`config.mk`:
```
export PLATFORM = sky130hd
export DESIGN_NAME = aes128_key_expansion_flat
export DESIGN_NICKNAME = d
export VERILOG_FILES = /design/src/hdl/aes_ke_pkg.sv /design/src/hdl/aes_ke_if.sv /design/src/hdl/aes_ke_word_unit.sv /design/src/hdl/aes_ke_seq.sv /design/src/hdl/aes128_key_expansion.sv /design/src/flat_wrapper.sv
export SDC_FILE = /design/constraint.sdc
export NUM_CORES = 1
export LEC_CHECK = 0
export BUFFER_PORTS_ARGS = -buffer_cell sky130_fd_sc_hd__buf_4
export CAP_MARGIN = 5
export CORE_MARGIN = 3
export CORE_UTILIZATION = 25
export DETAILED_ROUTE_END_ITERATION = 6
export GPL_TIMING_DRIVEN = 0
export HOLD_SLACK_MARGIN = 0.1
export PLACE_DENSITY = 0.36
export SLEW_MARGIN = 10
export SYNTH_ARGS = -nofsm -noshare
export SYNTH_HDL_FRONTEND = slang
export SYNTH_SLANG_ARGS = --single-unit
```
`constraint.sdc`:
```
create_clock -name clk_i -period 10.4 [get_ports clk_i]
set_input_delay 2.08 -clock clk_i [delete_from_list [all_inputs] [get_ports clk_i]]
set_output_delay 2.08 -clock clk_i [all_outputs]
set_load 0.005 [all_outputs]
```
`src/hdl/aes_ke_pkg.sv`:
```
// Shared types, constants and the S-box table for the AES-128 key expansion.
package aes_ke_pkg;

  localparam int unsigned WordW  = 32;
  localparam int unsigned IdxW   = 6;
  localparam logic [IdxW-1:0] LastIdx = 6'd43;
  localparam logic [7:0] RconFirst = 8'h01;
  localparam logic [7:0] XtimePoly = 8'h1b;

  typedef logic [WordW-1:0] word_t;

  typedef struct packed {
    logic       sub_en;
    logic [7:0] rcon;
  } word_ctl_t;

  localparam logic [7:0] SBOX [256] = '{
    8'h63, 8'h7c, 8'h77, 8'h7b, 8'hf2, 8'h6b, 8'h6f, 8'hc5,
    8'h30, 8'h01, 8'h67, 8'h2b, 8'hfe, 8'hd7, 8'hab, 8'h76,
    8'hca, 8'h82, 8'hc9, 8'h7d, 8'hfa, 8'h59, 8'h47, 8'hf0,
    8'had, 8'hd4, 8'ha2, 8'haf, 8'h9c, 8'ha4, 8'h72, 8'hc0,
    8'hb7, 8'hfd, 8'h93, 8'h26, 8'h36, 8'h3f, 8'hf7, 8'hcc,
    8'h34, 8'ha5, 8'he5, 8'hf1, 8'h71, 8'hd8, 8'h31, 8'h15,
    8'h04, 8'hc7, 8'h23, 8'hc3, 8'h18, 8'h96, 8'h05, 8'h9a,
    8'h07, 8'h12, 8'h80, 8'he2, 8'heb, 8'h27, 8'hb2, 8'h75,
    8'h09, 8'h83, 8'h2c, 8'h1a, 8'h1b, 8'h6e, 8'h5a, 8'ha0,
    8'h52, 8'h3b, 8'hd6, 8'hb3, 8'h29, 8'he3, 8'h2f, 8'h84,
    8'h53, 8'hd1, 8'h00, 8'hed, 8'h20, 8'hfc, 8'hb1, 8'h5b,
    8'h6a, 8'hcb, 8'hbe, 8'h39, 8'h4a, 8'h4c, 8'h58, 8'hcf,
    8'hd0, 8'hef, 8'haa, 8'hfb, 8'h43, 8'h4d, 8'h33, 8'h85,
    8'h45, 8'hf9, 8'h02, 8'h7f, 8'h50, 8'h3c, 8'h9f, 8'ha8,
    8'h51, 8'ha3, 8'h40, 8'h8f, 8'h92, 8'h9d, 8'h38, 8'hf5,
    8'hbc, 8'hb6, 8'hda, 8'h21, 8'h10, 8'hff, 8'hf3, 8'hd2,
    8'hcd, 8'h0c, 8'h13, 8'hec, 8'h5f, 8'h97, 8'h44, 8'h17,
    8'hc4, 8'ha7, 8'h7e, 8'h3d, 8'h64, 8'h5d, 8'h19, 8'h73,
    8'h60, 8'h81, 8'h4f, 8'hdc, 8'h22, 8'h2a, 8'h90, 8'h88,
    8'h46, 8'hee, 8'hb8, 8'h14, 8'hde, 8'h5e, 8'h0b, 8'hdb,
    8'he0, 8'h32, 8'h3a, 8'h0a, 8'h49, 8'h06, 8'h24, 8'h5c,
    8'hc2, 8'hd3, 8'hac, 8'h62, 8'h91, 8'h95, 8'he4, 8'h79,
    8'he7, 8'hc8, 8'h37, 8'h6d, 8'h8d, 8'hd5, 8'h4e, 8'ha9,
    8'h6c, 8'h56, 8'hf4, 8'hea, 8'h65, 8'h7a, 8'hae, 8'h08,
    8'hba, 8'h78, 8'h25, 8'h2e, 8'h1c, 8'ha6, 8'hb4, 8'hc6,
    8'he8, 8'hdd, 8'h74, 8'h1f, 8'h4b, 8'hbd, 8'h8b, 8'h8a,
    8'h70, 8'h3e, 8'hb5, 8'h66, 8'h48, 8'h03, 8'hf6, 8'h0e,
    8'h61, 8'h35, 8'h57, 8'hb9, 8'h86, 8'hc1, 8'h1d, 8'h9e,
    8'he1, 8'hf8, 8'h98, 8'h11, 8'h69, 8'hd9, 8'h8e, 8'h94,
    8'h9b, 8'h1e, 8'h87, 8'he9, 8'hce, 8'h55, 8'h28, 8'hdf,
    8'h8c, 8'ha1, 8'h89, 8'h0d, 8'hbf, 8'he6, 8'h42, 8'h68,
    8'h41, 8'h99, 8'h2d, 8'h0f, 8'hb0, 8'h54, 8'hbb, 8'h16
  };

  function automatic logic [7:0] xtime(logic [7:0] b);
    xtime = {b[6:0], 1'b0} ^ (b[7] ? XtimePoly : 8'h00);
  endfunction

endpackage

```
`src/hdl/aes_ke_if.sv`:
```
// Valid/ready channel interfaces for key requests and schedule words.
interface aes_ke_key_if;
  logic                 valid;
  logic                 ready;
  aes_ke_pkg::word_t    key_word_0;
  aes_ke_pkg::word_t    key_word_1;
  aes_ke_pkg::word_t    key_word_2;
  aes_ke_pkg::word_t    key_word_3;

  modport source (output valid, key_word_0, key_word_1, key_word_2, key_word_3,
                  input ready);
  modport sink (input valid, key_word_0, key_word_1, key_word_2, key_word_3,
                output ready);
endinterface

interface aes_ke_word_if;
  logic                             valid;
  logic                             ready;
  logic [aes_ke_pkg::IdxW-1:0]      word_index;
  aes_ke_pkg::word_t                schedule_word;
  logic                             last_word;

  modport source (output valid, word_index, schedule_word, last_word, input ready);
  modport sink (input valid, word_index, schedule_word, last_word, output ready);
endinterface

```
`src/hdl/aes_ke_word_unit.sv`:
```
// Shared word unit: XOR with the word four back, after RotWord, SubWord and Rcon when sub_en is set.
module aes_ke_word_unit (
  input  aes_ke_pkg::word_t     w_back_i,
  input  aes_ke_pkg::word_t     w_prev_i,
  input  aes_ke_pkg::word_ctl_t ctl_i,
  output aes_ke_pkg::word_t     w_new_o
);

  aes_ke_pkg::word_t rot;
  aes_ke_pkg::word_t sub;
  aes_ke_pkg::word_t temp;

  always_comb begin
    rot  = {w_prev_i[23:0], w_prev_i[31:24]};
    sub  = {aes_ke_pkg::SBOX[rot[31:24]], aes_ke_pkg::SBOX[rot[23:16]],
            aes_ke_pkg::SBOX[rot[15:8]], aes_ke_pkg::SBOX[rot[7:0]]};
    temp = ctl_i.sub_en ? (sub ^ {ctl_i.rcon, 24'h000000}) : w_prev_i;
    w_new_o = w_back_i ^ temp;
  end

endmodule

```
`src/hdl/aes_ke_seq.sv`:
```
// Sequencer: word counter, run flag and round constant.
module aes_ke_seq (
  input  logic                        clk_i,
  input  logic                        rst_ni,
  input  logic                        start_i,
  input  logic                        step_i,
  output logic                        busy_o,
  output logic [aes_ke_pkg::IdxW-1:0] idx_o,
  output logic                        last_o,
  output aes_ke_pkg::word_ctl_t       ctl_o
);

  logic                        busy_q, busy_d;
  logic [aes_ke_pkg::IdxW-1:0] idx_q, idx_d;
  logic [7:0]                  rcon_q, rcon_d;

  assign last_o = (idx_q == aes_ke_pkg::LastIdx);

  always_comb begin
    busy_d = busy_q;
    idx_d  = idx_q;
    rcon_d = rcon_q;
    priority if (start_i) begin
      busy_d = 1'b1;
      idx_d  = '0;
      rcon_d = aes_ke_pkg::RconFirst;
    end else if (step_i) begin
      busy_d = !last_o;
      idx_d  = idx_q + 1'b1;
      if (idx_q[1:0] == 2'b00) begin
        rcon_d = aes_ke_pkg::xtime(rcon_q);
      end
    end
  end

  always_ff @(posedge clk_i or negedge rst_ni) begin
    if (!rst_ni) begin
      busy_q <= 1'b0;
      idx_q  <= '0;
      rcon_q <= aes_ke_pkg::RconFirst;
    end else begin
      busy_q <= busy_d;
      idx_q  <= idx_d;
      rcon_q <= rcon_d;
    end
  end

  // word idx+4 takes the S-box path when idx is a multiple of four
  assign ctl_o.sub_en = (idx_q[1:0] == 2'b00);
  assign ctl_o.rcon   = rcon_q;
  assign busy_o       = busy_q;
  assign idx_o        = idx_q;

endmodule

```
`src/hdl/aes128_key_expansion.sv`:
```
// AES-128 key expansion: one key request in, 44 schedule words out.
//
// key_i takes one request: the four cipher key columns, byte 0 in bits 31..24.
// word_o then delivers words 0 to 43 of the key schedule in order, one per
// handshake, tagged with word_index; last_word marks word 43.
// The first word is valid in the cycle after the key is accepted. Without
// stalls the block delivers one word per cycle: a four-word window shifts
// on each handshake and one shared word unit (four S-box lookups, Rcon, XOR)
// computes the word four places ahead.
// key_i.ready is high while no run is active and in the cycle in which word 43
// is taken, so keys can follow back to back.
// When word_o.ready is low the current word holds and the window does not move.
// Reset clears the run; word_o.valid is low and key_i.ready high afterward.
module aes128_key_expansion (
  input  logic          clk_i,
  input  logic          rst_ni,
  aes_ke_key_if.sink    key_i,
  aes_ke_word_if.source word_o
);

  logic                        busy;
  logic                        last;
  logic                        key_acc;
  logic                        word_acc;
  logic [aes_ke_pkg::IdxW-1:0] idx;
  aes_ke_pkg::word_ctl_t       ctl;
  aes_ke_pkg::word_t           w_new;
  aes_ke_pkg::word_t           win_q [4];

  assign word_acc    = word_o.valid && word_o.ready;
  assign key_i.ready = !busy || (word_acc && last);
  assign key_acc     = key_i.valid && key_i.ready;

  aes_ke_seq u_seq (
    .clk_i  (clk_i),
    .rst_ni (rst_ni),
    .start_i(key_acc),
    .step_i (word_acc),
    .busy_o (busy),
    .idx_o  (idx),
    .last_o (last),
    .ctl_o  (ctl)
  );

  aes_ke_word_unit u_word (
    .w_back_i(win_q[0]),
    .w_prev_i(win_q[3]),
    .ctl_i   (ctl),
    .w_new_o (w_new)
  );

  always_ff @(posedge clk_i) begin
    if (key_acc) begin
      win_q[0] <= key_i.key_word_0;
      win_q[1] <= key_i.key_word_1;
      win_q[2] <= key_i.key_word_2;
      win_q[3] <= key_i.key_word_3;
    end else if (word_acc) begin
      win_q[0] <= win_q[1];
      win_q[1] <= win_q[2];
      win_q[2] <= win_q[3];
      win_q[3] <= w_new;
    end
  end

  assign word_o.valid         = busy;
  assign word_o.word_index    = idx;
  assign word_o.schedule_word = win_q[0];
  assign word_o.last_word     = last;

  a_start_idx: assert property (@(posedge clk_i) disable iff (!rst_ni)
    key_acc |=> word_o.valid && (word_o.word_index == '0))
    else $error("run does not start at word 0");

  a_idx_step: assert property (@(posedge clk_i) disable iff (!rst_ni)
    (word_acc && !word_o.last_word && !key_acc) |=>
      (word_o.word_index == $past(word_o.word_index) + 1'b1))
    else $error("word index did not advance");

  a_run_end: assert property (@(posedge clk_i) disable iff (!rst_ni)
    (word_acc && word_o.last_word && !key_acc) |=> !word_o.valid)
    else $error("run continues past word 43");

  a_no_overlap: assert property (@(posedge clk_i) disable iff (!rst_ni)
    (word_o.valid && !(word_acc && word_o.last_word)) |-> !key_i.ready)
    else $error("key request taken during a run");

endmodule
```
`src/flat_wrapper.sv`:
```
// flat-port wrapper written by rule: the top's interface ports become plain ports
module aes128_key_expansion_flat 
  (clk_i, rst_ni, key_i_valid, key_i_key_word_0, key_i_key_word_1, key_i_key_word_2, key_i_key_word_3, key_i_ready, word_o_valid, word_o_word_index, word_o_schedule_word, word_o_last_word, word_o_ready);
  aes_ke_key_if key_i_i ();
  aes_ke_word_if word_o_i ();
  input  logic clk_i;
  input  logic rst_ni;
  input wire logic [$bits(key_i_i.valid)-1:0] key_i_valid;
  input wire logic [$bits(key_i_i.key_word_0)-1:0] key_i_key_word_0;
  input wire logic [$bits(key_i_i.key_word_1)-1:0] key_i_key_word_1;
  input wire logic [$bits(key_i_i.key_word_2)-1:0] key_i_key_word_2;
  input wire logic [$bits(key_i_i.key_word_3)-1:0] key_i_key_word_3;
  output wire logic [$bits(key_i_i.ready)-1:0] key_i_ready;
  output wire logic [$bits(word_o_i.valid)-1:0] word_o_valid;
  output wire logic [$bits(word_o_i.word_index)-1:0] word_o_word_index;
  output wire logic [$bits(word_o_i.schedule_word)-1:0] word_o_schedule_word;
  output wire logic [$bits(word_o_i.last_word)-1:0] word_o_last_word;
  input wire logic [$bits(word_o_i.ready)-1:0] word_o_ready;
  assign key_i_i.valid = key_i_valid;
  assign key_i_i.key_word_0 = key_i_key_word_0;
  assign key_i_i.key_word_1 = key_i_key_word_1;
  assign key_i_i.key_word_2 = key_i_key_word_2;
  assign key_i_i.key_word_3 = key_i_key_word_3;
  assign key_i_ready = key_i_i.ready;
  assign word_o_valid = word_o_i.valid;
  assign word_o_word_index = word_o_i.word_index;
  assign word_o_schedule_word = word_o_i.schedule_word;
  assign word_o_last_word = word_o_i.last_word;
  assign word_o_i.ready = word_o_ready;
  aes128_key_expansion u_core (.clk_i(clk_i), .rst_ni(rst_ni), .key_i(key_i_i), .word_o(word_o_i));
endmodule
```
Yosys cells after proc, flatten, opt, wreduce, memory -nomap -nowiden
Memory sizes are Yosys's and may differ from the RTL's. Index checks and enable logic that the tools add are counted.

$add $sub $neg: 1. Equality and inequality tests: 1. Reductions and logical operators: 10. Bitwise operators: 11. Muxes and demuxes: 26. Magnitude comparators: 4.

Operators with widths (count): 32-bit 2-to-1 mux (5); 8-bit 2-to-1 mux (11); 32-bit XOR (2); 9-bit >= comparator, second input constant (4); 8-bit inverter with 9-bit output (4); 6-bit 2-to-1 mux (2); 8-bit by 5-bit XOR with 8-bit output (1); 1-bit 2-to-1 mux (7); 6-bit by 1-bit adder with 6-bit output, second input constant (1); 6-bit == test, second input constant (1); 5-bit 2-to-1 mux (1); 1-bit bitwise OR (4); 2-bit nonzero test (2); 1-bit logical AND (3); 1-bit logical NOT (2); 2-bit logical NOT (1); 2-bit AND reduction (1); 1-bit logical OR (1).

Word-level logic and storage cells: 61. Input port bits: 132. Memories: 5. Memory bits (read-only): 8192. Output and inout bits: 41. RAM bits: 128. Bits in registers: 15.

Memories: (name not given) (depth 256, bits a word 8, rd ports 1, clocked after memory_dff 0, write ports 0, line aes_ke_word_unit.sv:16) `aes_ke_pkg::SBOX[rot[15:8]], aes_ke_pkg::SBOX[rot[7:0]]};`; (name not given) (depth 256, bits a word 8, rd ports 1, clocked after memory_dff 0, write ports 0, line aes_ke_word_unit.sv:16); (name not given) (depth 256, bits a word 8, rd ports 1, clocked after memory_dff 0, write ports 0, line aes_ke_word_unit.sv:15) `sub = {aes_ke_pkg::SBOX[rot[31:24]], aes_ke_pkg::SBOX[rot[23:16]],`; (name not given) (depth 256, bits a word 8, rd ports 1, clocked after memory_dff 0, write ports 0, line aes_ke_word_unit.sv:15); u_core.win_q (depth 4, bits a word 32, rd ports 4, clocked after memory_dff 0, write ports 4, line aes128_key_expansion.sv:28) `aes_ke_pkg::word_t win_q [4];`.

Logic depth before layout (Yosys ltp)
Gate-level depths: netlist of the first run. An unclocked memory read counts as a cell.

Word-level depth: 9. Gate-level depth with buffers: 14. Depth with buffers taken out: 10.

Hierarchy
From an unflattened synthesis of the first run, not the netlist that was laid out.

Cells, all modules: 2483. Area, all modules: 20513.4 um2.

Modules (own cells, without submodules): aes_ke_word_unit (sequential area each 0.0 um2, times used 1, area each 13834.5 um2, cells an instance 2135); aes128_key_expansion (sequential area each 3843.7 um2, times used 1, area each 5967.0 um2, cells an instance 277); aes_ke_seq (sequential area each 376.6 um2, times used 1, area each 711.9 um2, cells an instance 71).

Least setup slack after synthesis of the first run
No wires, ideal clock.

Path type: input to register. From: input key_i_valid. To: register u_core.u_seq.rcon_q[5]. Slack: 0.567 ns. Path buffers: 0. Setup time: 0.129 ns. Cell stages on the path: 4. Required time: 10.271 ns. Arrival time: 9.704 ns. Cell sequence: inv_1 > o21ai_1 > a21oi_1 > a32o_1.

Cells in the longest elaborated chain, start to end: 3. Elaborated cells on any way between the ends: 5. Those cells by class: mux: 1; reduce/logical: 4.

RTL lines: start: declaration (line flat_wrapper.sv:8) `input wire logic [$bits(key_i_i.valid)-1:0] key_i_valid;`; 1-bit logical AND (*) (line aes128_key_expansion.sv:32) `assign key_acc = key_i.valid && key_i.ready;`; 2-bit nonzero test (no line); 2-bit AND reduction (no line); end signal: assignment (line aes_ke_seq.sv:40) `rcon_q <= aes_ke_pkg::RconFirst;`; end signal: assignment (line aes_ke_seq.sv:44) `rcon_q <= rcon_d;`; end: declaration (line aes_ke_seq.sv:15) `logic [7:0] rcon_q, rcon_d;`.

Every way passes the cells marked *; elsewhere a longest branch is shown, timed or not. A chain may end at the register's enable or synchronous reset.

==> flow_metrics.env, run 1 <==
export IMPL_drtIter0Drc=4230
export IMPL_slew_viol_final=0
export IMPL_required_ns=10.58
export IMPL_max_vdd_ir_drop_uv=139
export IMPL_overflow=0
export IMPL_hold_viol=0
export IMPL_critPathArrivalTime_ns=6.57
export IMPL_cts_sinks=143
export IMPL_final_common_cell="nand2_1"
export IMPL_grt_pass1_wl_um=204000
export IMPL_ys_async_sr_fraction_pct=10.5
export IMPL_hp_class="reg -> reg"
export IMPL_hold_start="u_core.win_q[1][17]"
export IMPL_finalWorstSetupSlack_ns=4.01
export IMPL_post_route_drc_count=0
export IMPL_cap_violations=0
export IMPL_synth_main_ff_cell="edfxtp_1"
export IMPL_startpoint="u_core.win_q[3][1]"
export IMPL_num_rows=103
export IMPL_multi_input_comb_area_mm2=0.0144
export IMPL_synth_cell_types=88
export IMPL_yosysTopAreaCellShare_pct=19.1
export IMPL_r2r_cells=13
export IMPL_synth_compound_area_share_pct=29.3
export IMPL_synth_simple_area_share_pct=25.2
export IMPL_stdcell_area_mm2=0.0236
export IMPL_grt_pass1_vias=24895
export IMPL_cts_resized=0
export IMPL_leakagePower_nw=9.00
export IMPL_cp_max_fo=12
export IMPL_power_density_mw_per_mm2=190
export IMPL_die_height_um=290
export IMPL_fmaxAchievable_ghz=0.157
export IMPL_path_clk_slew_ns=0.07
export IMPL_relSlewSlack_pct=21.3
export IMPL_cts_tree="done"
export IMPL_wl_per_cell_um=37.5
export IMPL_r2r_start="u_core.win_q[3][1]"
export IMPL_design_core_area_mm2=0.0795
export IMPL_muxShareOfSynthArea_pct=11.5
export IMPL_synth_fp_nets=2873
export IMPL_cp_end_kind="flop"
export IMPL_synth_edf_count=128
export IMPL_dp_cells=3908
export IMPL_port_buffers=172
export IMPL_dieWidth_um=290
export IMPL_grt_antenna_before_repair=17
export IMPL_drive_gt1_share_pct=16.7
export IMPL_ys_seq_elements=143
export IMPL_yosys_area_top_type="edfxtp_1"
export IMPL_rsz0062_at_grt="false"
export IMPL_stdcell_count=3948
export IMPL_numCtsBuffers=17
export IMPL_num_vias=26152
export IMPL_cts_max_path_buffers=2
export IMPL_post_cts_buffers=0
export IMPL_final_cell_mix="447 x nand2_1, 185 x buf_4, 184 x o21ai_0"
export IMPL_placed_cell_area_mm2=0.0229
export IMPL_grt_start_max_net_pins=25
export IMPL_yosys_top_cells_area="edfxtp_1 19%, mux4_2 9.0%, nand2_1 8.3%"
export IMPL_hold_path_depth=2
export IMPL_setup_violations=0
export IMPL_fin_worst_skew_ns=0.0191
export IMPL_gp_congestion=1.04
export IMPL_nFillCells=8777
export IMPL_synth_xor_area_share_pct=1.43
export IMPL_antenna_left=0
export IMPL_grt_usage_pct=33.6
export IMPL_cp_start_kind="flop"
export IMPL_ys_warn_count=0
export IMPL_dr_pass1_iters=6
export IMPL_start_util_pct=25.4
export IMPL_status="finished, final reports clean"
export IMPL_synthCells=2679
export IMPL_ctsHoldBuffers=0
export IMPL_synth_top_family_by_area="compound AO/OA/AOI/OAI gates"
export IMPL_cts_max_level=4
export IMPL_area_delta_synth_final_pct=16.7
export IMPL_finish_utilization_pct=29.6
export IMPL_synth_area_per_cell_um2=7.53
export IMPL_place_ws_ns=4.13
export IMPL_finalCriticalPeriod_ns=6.39
export IMPL_tns_ns=0
export IMPL_worst_setup_path_type="reg -> reg"
export IMPL_period_share_pct=61.4
export IMPL_tightestPinTransition_ns=1.18
export IMPL_synth_adder_area_share_pct=3.84
export IMPL_wl_um=148000
export IMPL_viasPerCell=6.62
export IMPL_layout_nets=3071
export IMPL_ioPinCount=173
export IMPL_syn_area_mm2=0.0202
export IMPL_seq_area_mm2=0.00422
export IMPL_yosysSeqAreaShare_pct=20.9
export IMPL_hpwl_um=111000
export IMPL_insertion_delay_ns=0.48
export IMPL_dieArea_mm2=0.0841
export IMPL_ctsRootBufferMaster="clkbuf_16"
-- metrics by stage --
stage	hold WS, ns	power [mW]
floorplan	0.469	2.42
finish	0.508	4.46
detailed placement	0.494	3.65
global placement	0.491	3.74
global route	0.524	4.56
CTS	0.507	4.33
-- worst max-delay path: stages (launching register included) --
cell,delay [ns]
edfxtp_1,0.68
buf_2,0.33
clkbuf_1,0.73
inv_1,0.55
ha_1,0.43
buf_2,0.29
nor2b_1,0.63
o21ai_0,0.46
a311o_1,0.42
o21ai_0,0.32
a221oi_1,0.22
a311oi_1,0.74
or3_1,0.20
a31oi_1,0.08
-- kinds of logic after synthesis --
group	Yosys count
AO/OA/AOI/OAI	872
buffers and inverters	360
multiplexers	129
adder cells (fa/ha/maj)	62
XOR/XNOR	33
AND/OR/NAND/NOR	1080
flip-flops	143
-- cells in the mapped netlist (all sizes together), types with 62 or more instances --
cell type  instances
nand3             93
mux4              81
nand2b            94
o21ai            194
a31oi             65
nor2             174
nand2            448
edfxtp           128
buf              153
nor2b             67
clkbuf           151
ha                62
a21oi            175
-- report_power, final --
part	total (mW)	leakage, nW	switching, mW	internal [mW]
sequential	0.815	1.46	0.0928	0.722
clock	0.671	0.298	0.309	0.361
combinational	2.98	7.25	2.05	0.926
-- layer usage --
layer	vias to the layer above	global-route usage, %	wire length (µm)
li1	10445	-	-
met1	12996	46.5	61800
met2	2213	49.6	61400
met3	484	9.03	17200
met4	14	12.8	7400
met5	-	0	111
-- layout make-up --
type | count | share of cell area (%)
Antenna cell | 8 | 0.0850
Buffer | 304 | 5.75
Clock buffer | 17 | 1.81
Clock inverter | 15 | 0.738
Inverter | 56 | 0.892
Multi-Input combinational cell | 2176 | 61.2
Sequential cell | 143 | 17.9
Tap cell | 1050 | 5.58
Timing Repair Buffer | 179 | 6.06
-- flip-flops by register name (all words and copies together), names as in the netlist --
register             flops
u_core.u_seq.rcon_q      8
u_core.win_q           128
u_core.u_seq.idx_o       6
u_core.u_seq.busy_o      1
-- path summary, 6_finish.rpt --
kind                                          end  slack, ns
max                           u_core.win_q[3][10]       4.01
min                           u_core.win_q[0][17]       0.51
max reg2reg                   u_core.win_q[3][10]       4.01
min reg2reg                   u_core.win_q[0][17]       0.51
max in group asynchronous  u_core.u_seq.rcon_q[0]       8.68
min in group asynchronous     u_core.u_seq.busy_o       1.45
(Power assumes the default switching activity.)
==> run 2: changes to the inputs <==
--- a/config.mk
+++ b/config.mk
@@ -12,7 +12,7 @@
 export DETAILED_ROUTE_END_ITERATION = 6
 export GPL_TIMING_DRIVEN = 0
 export HOLD_SLACK_MARGIN = 0.1
-export PLACE_DENSITY = 0.36
+export PLACE_DENSITY = 0.37
 export SLEW_MARGIN = 10
 export SYNTH_ARGS = -nofsm -noshare
 export SYNTH_HDL_FRONTEND = slang
==> constraint.sdc (replaced) <==
create_clock -name clk_i -period 5.6 [get_ports clk_i]
set_input_delay 1.12 -clock clk_i [delete_from_list [all_inputs] [get_ports clk_i]]
set_output_delay 1.12 -clock clk_i [all_outputs]
set_load 0.005 [all_outputs]
==> run 2 against run 1 <==
  * First-iteration DRC count fell by 0.61%
  * Cell count hardly changed
  * Highest routed layer unchanged
  * Core utilization grew 0.080 points
  * Global-route usage about the same
  * The flow now finishes with violations (negative setup slack)
  * Final area increased by 0.27%
  * Largest cell class unchanged
  * Sequential power grew 85%
  * Via count barely moved
  * Maximum frequency rose by 13%
  * Clock-buffer cell count increased by 2
  * Critical path type unchanged
  * Clock power increased by 91%
==> flow_metrics.env, run 2 (synthesis gave the netlist of run 1 again) <==
export IMPL_tightestPinTransition_ns=1.22
export IMPL_cp_start_kind="flop"
export IMPL_ioPinCount=173
export IMPL_period_share_pct=101
export IMPL_status="finished with violations"
export IMPL_ctsRootBufferMaster="clkbuf_16"
export IMPL_top_layer_used="met5"
export IMPL_path_buf_inv=3
export IMPL_relSlewSlack_pct=18.7
export IMPL_design_core_area_mm2=0.0795
export IMPL_grt_start_max_net_pins=23
export IMPL_cts_max_path_buffers=2
export IMPL_cp_max_fo=12
export IMPL_drive_gt1_share_pct=16.8
export IMPL_layout_nets=3072
export IMPL_gp_congestion=1.00
export IMPL_finalCriticalPeriod_ns=5.67
export IMPL_cp_end_kind="flop"
export IMPL_hpwl_um=111000
export IMPL_max_flop_register="u_core.win_q"
export IMPL_final_common_cell="nand2_1"
export IMPL_cpMostUsedCell="mux4_2"
export IMPL_power_density_mw_per_mm2=352
export IMPL_slowest_delay_ns=0.72
export IMPL_grt_usage_pct=33.5
export IMPL_grt_pass1_vias=24843
export IMPL_p_total_mw=8.30
export IMPL_wl_um=148000
export IMPL_finalWorstSetupSlack_ns=-0.0740
export IMPL_dieWidth_um=290
export IMPL_area_delta_synth_final_pct=17.1
export IMPL_violations="negative setup slack"
export IMPL_numCtsBuffers=17
export IMPL_critPathTopFamily="buffers and inverters"
export IMPL_multi_input_comb_area_mm2=0.0144
export IMPL_dr_pass1_iters=6
export IMPL_setup_violations=1
export IMPL_port_buffers=172
export IMPL_largest_register_ffs=128
export IMPL_cap_violations=0
export IMPL_grt_pass1_wl_um=203000
export IMPL_cts_sinks=143
export IMPL_slowest_stage="edfxtp_1"
export IMPL_worst_setup_path_type="reg -> reg"
export IMPL_dieArea_mm2=0.0841
export IMPL_wl_met1_um=60900
export IMPL_drtIter0Drc=4204
export IMPL_start_util_pct=25.4
export IMPL_path_clk_slew_ns=0.08
export IMPL_final_cell_mix="447 x nand2_1, 187 x buf_4, 184 x o21ai_0"
export IMPL_viasPerCell=6.62
export IMPL_die_height_um=290
export IMPL_wl_met2_um=61700
export IMPL_insertion_delay_ns=0.49
export IMPL_hold_viol=0
export IMPL_slew_viol_final=0
export IMPL_post_route_drc_count=0
export IMPL_grt_antenna_before_repair=14
export IMPL_required_ns=5.83
export IMPL_wl_met3_um=17900
export IMPL_fmaxAchievable_ghz=0.176
export IMPL_rsz0062_at_grt="false"
export IMPL_num_vias=26143
export IMPL_fin_worst_skew_ns=0.0247
export IMPL_max_vdd_ir_drop_uv=273
export IMPL_cts_max_level=4
export IMPL_cts_tree="done"
export IMPL_nFillCells=8772
export IMPL_num_rows=103
export IMPL_hold_slack_ns=0.482
export IMPL_seq_area_mm2=0.00422
export IMPL_crit_chain="buf_1 > inv_1 > ha_1 > clkbuf_1 > nand2b_1 > nand2_1 > mux4_2 > mux4_2 > a21oi_1 > a22oi_1 > xnor2_1 > o21ai_0"
export IMPL_wl_per_cell_um=37.5
export IMPL_critPathArrivalTime_ns=5.90
export IMPL_hp_class="in -> async"
export IMPL_overflow=0
export IMPL_antenna_left=0
export IMPL_leakagePower_nw=9.04
run 2: cell type report:
class | count | area share (%)
clock inverter | 13 | 0.752
multi-input combinational | 2176 | 61.0
clock buffer | 19 | 1.83
timing repair buffer | 182 | 6.28
inverter | 56 | 0.895
sequential | 143 | 17.9
tap | 1050 | 5.56
buffer | 302 | 5.71
antenna | 6 | 0.0636
run 2: metrics by stage:
stage	instance area [µm²]	TNS, ns	utilization [%]	setup WS (ns)	instances
global placement	22800	-10.06	28.7	-1.35	3901
floorplan	20200	0	-	1.23	2679
global route	23600	0	29.7	0.0132	3941
finish	23600	-0.0740	29.7	-0.0740	3947
CTS	23600	0	29.7	0.0111	3939
detailed placement	23000	-2.31	28.9	-0.461	3909
run 2: timing repair:
| action | in CTS | in global routing |
|---|---|---|
| hold endpoints to repair | 0 | 0 |
| setup endpoints to repair | 10 | 5 |
| gates resized for setup | 2 | 2 |
| buffers inserted | 0 | 2 |
| cloned | 0 | 0 |
| hold buffers | 0 | 0 |
run 2: path summary, 6_finish.rpt:
check                                    start                endpoint  slack, ns  depth (start not counted)
setup reg to reg            u_core.win_q[3][9]     u_core.win_q[3][21]      -0.07                         12
hold reg to reg            u_core.win_q[1][12]     u_core.win_q[0][12]       0.51                          2
max in group asynchronous               rst_ni  u_core.u_seq.rcon_q[0]       4.86                          1
hold / removal                          rst_ni   u_core.u_seq.idx_o[5]       0.48                          1
setup / recovery            u_core.win_q[3][9]     u_core.win_q[3][21]      -0.07                         12
min in group clk_i         u_core.win_q[1][12]     u_core.win_q[0][12]       0.51                          2
run 2: per-layer routing:
layer | GRT usage, % | up-vias
met5 | 0 | -
met3 | 9.82 | 431
li1 | - | 10449
met4 | 13.5 | 12
met2 | 49.4 | 2288
met1 | 45.8 | 12963
run 2: worst register-to-register path, stage by stage (launching register included):
cell and delay, ns:
edfxtp_1 0.72, buf_1 0.56, inv_1 0.50, ha_1 0.46, clkbuf_1 0.50, nand2b_1 0.48, nand2_1 0.10, mux4_2 0.54
mux4_2 0.56, a21oi_1 0.29, a22oi_1 0.17, xnor2_1 0.19, o21ai_0 0.36
run 2: report_power, final:
group	switching [mW]	total, mW	internal, mW
Sequential	0.172	1.51	1.34
Combinational	3.79	5.51	1.72
Clock	0.566	1.28	0.714
Total	4.53	8.30	3.78
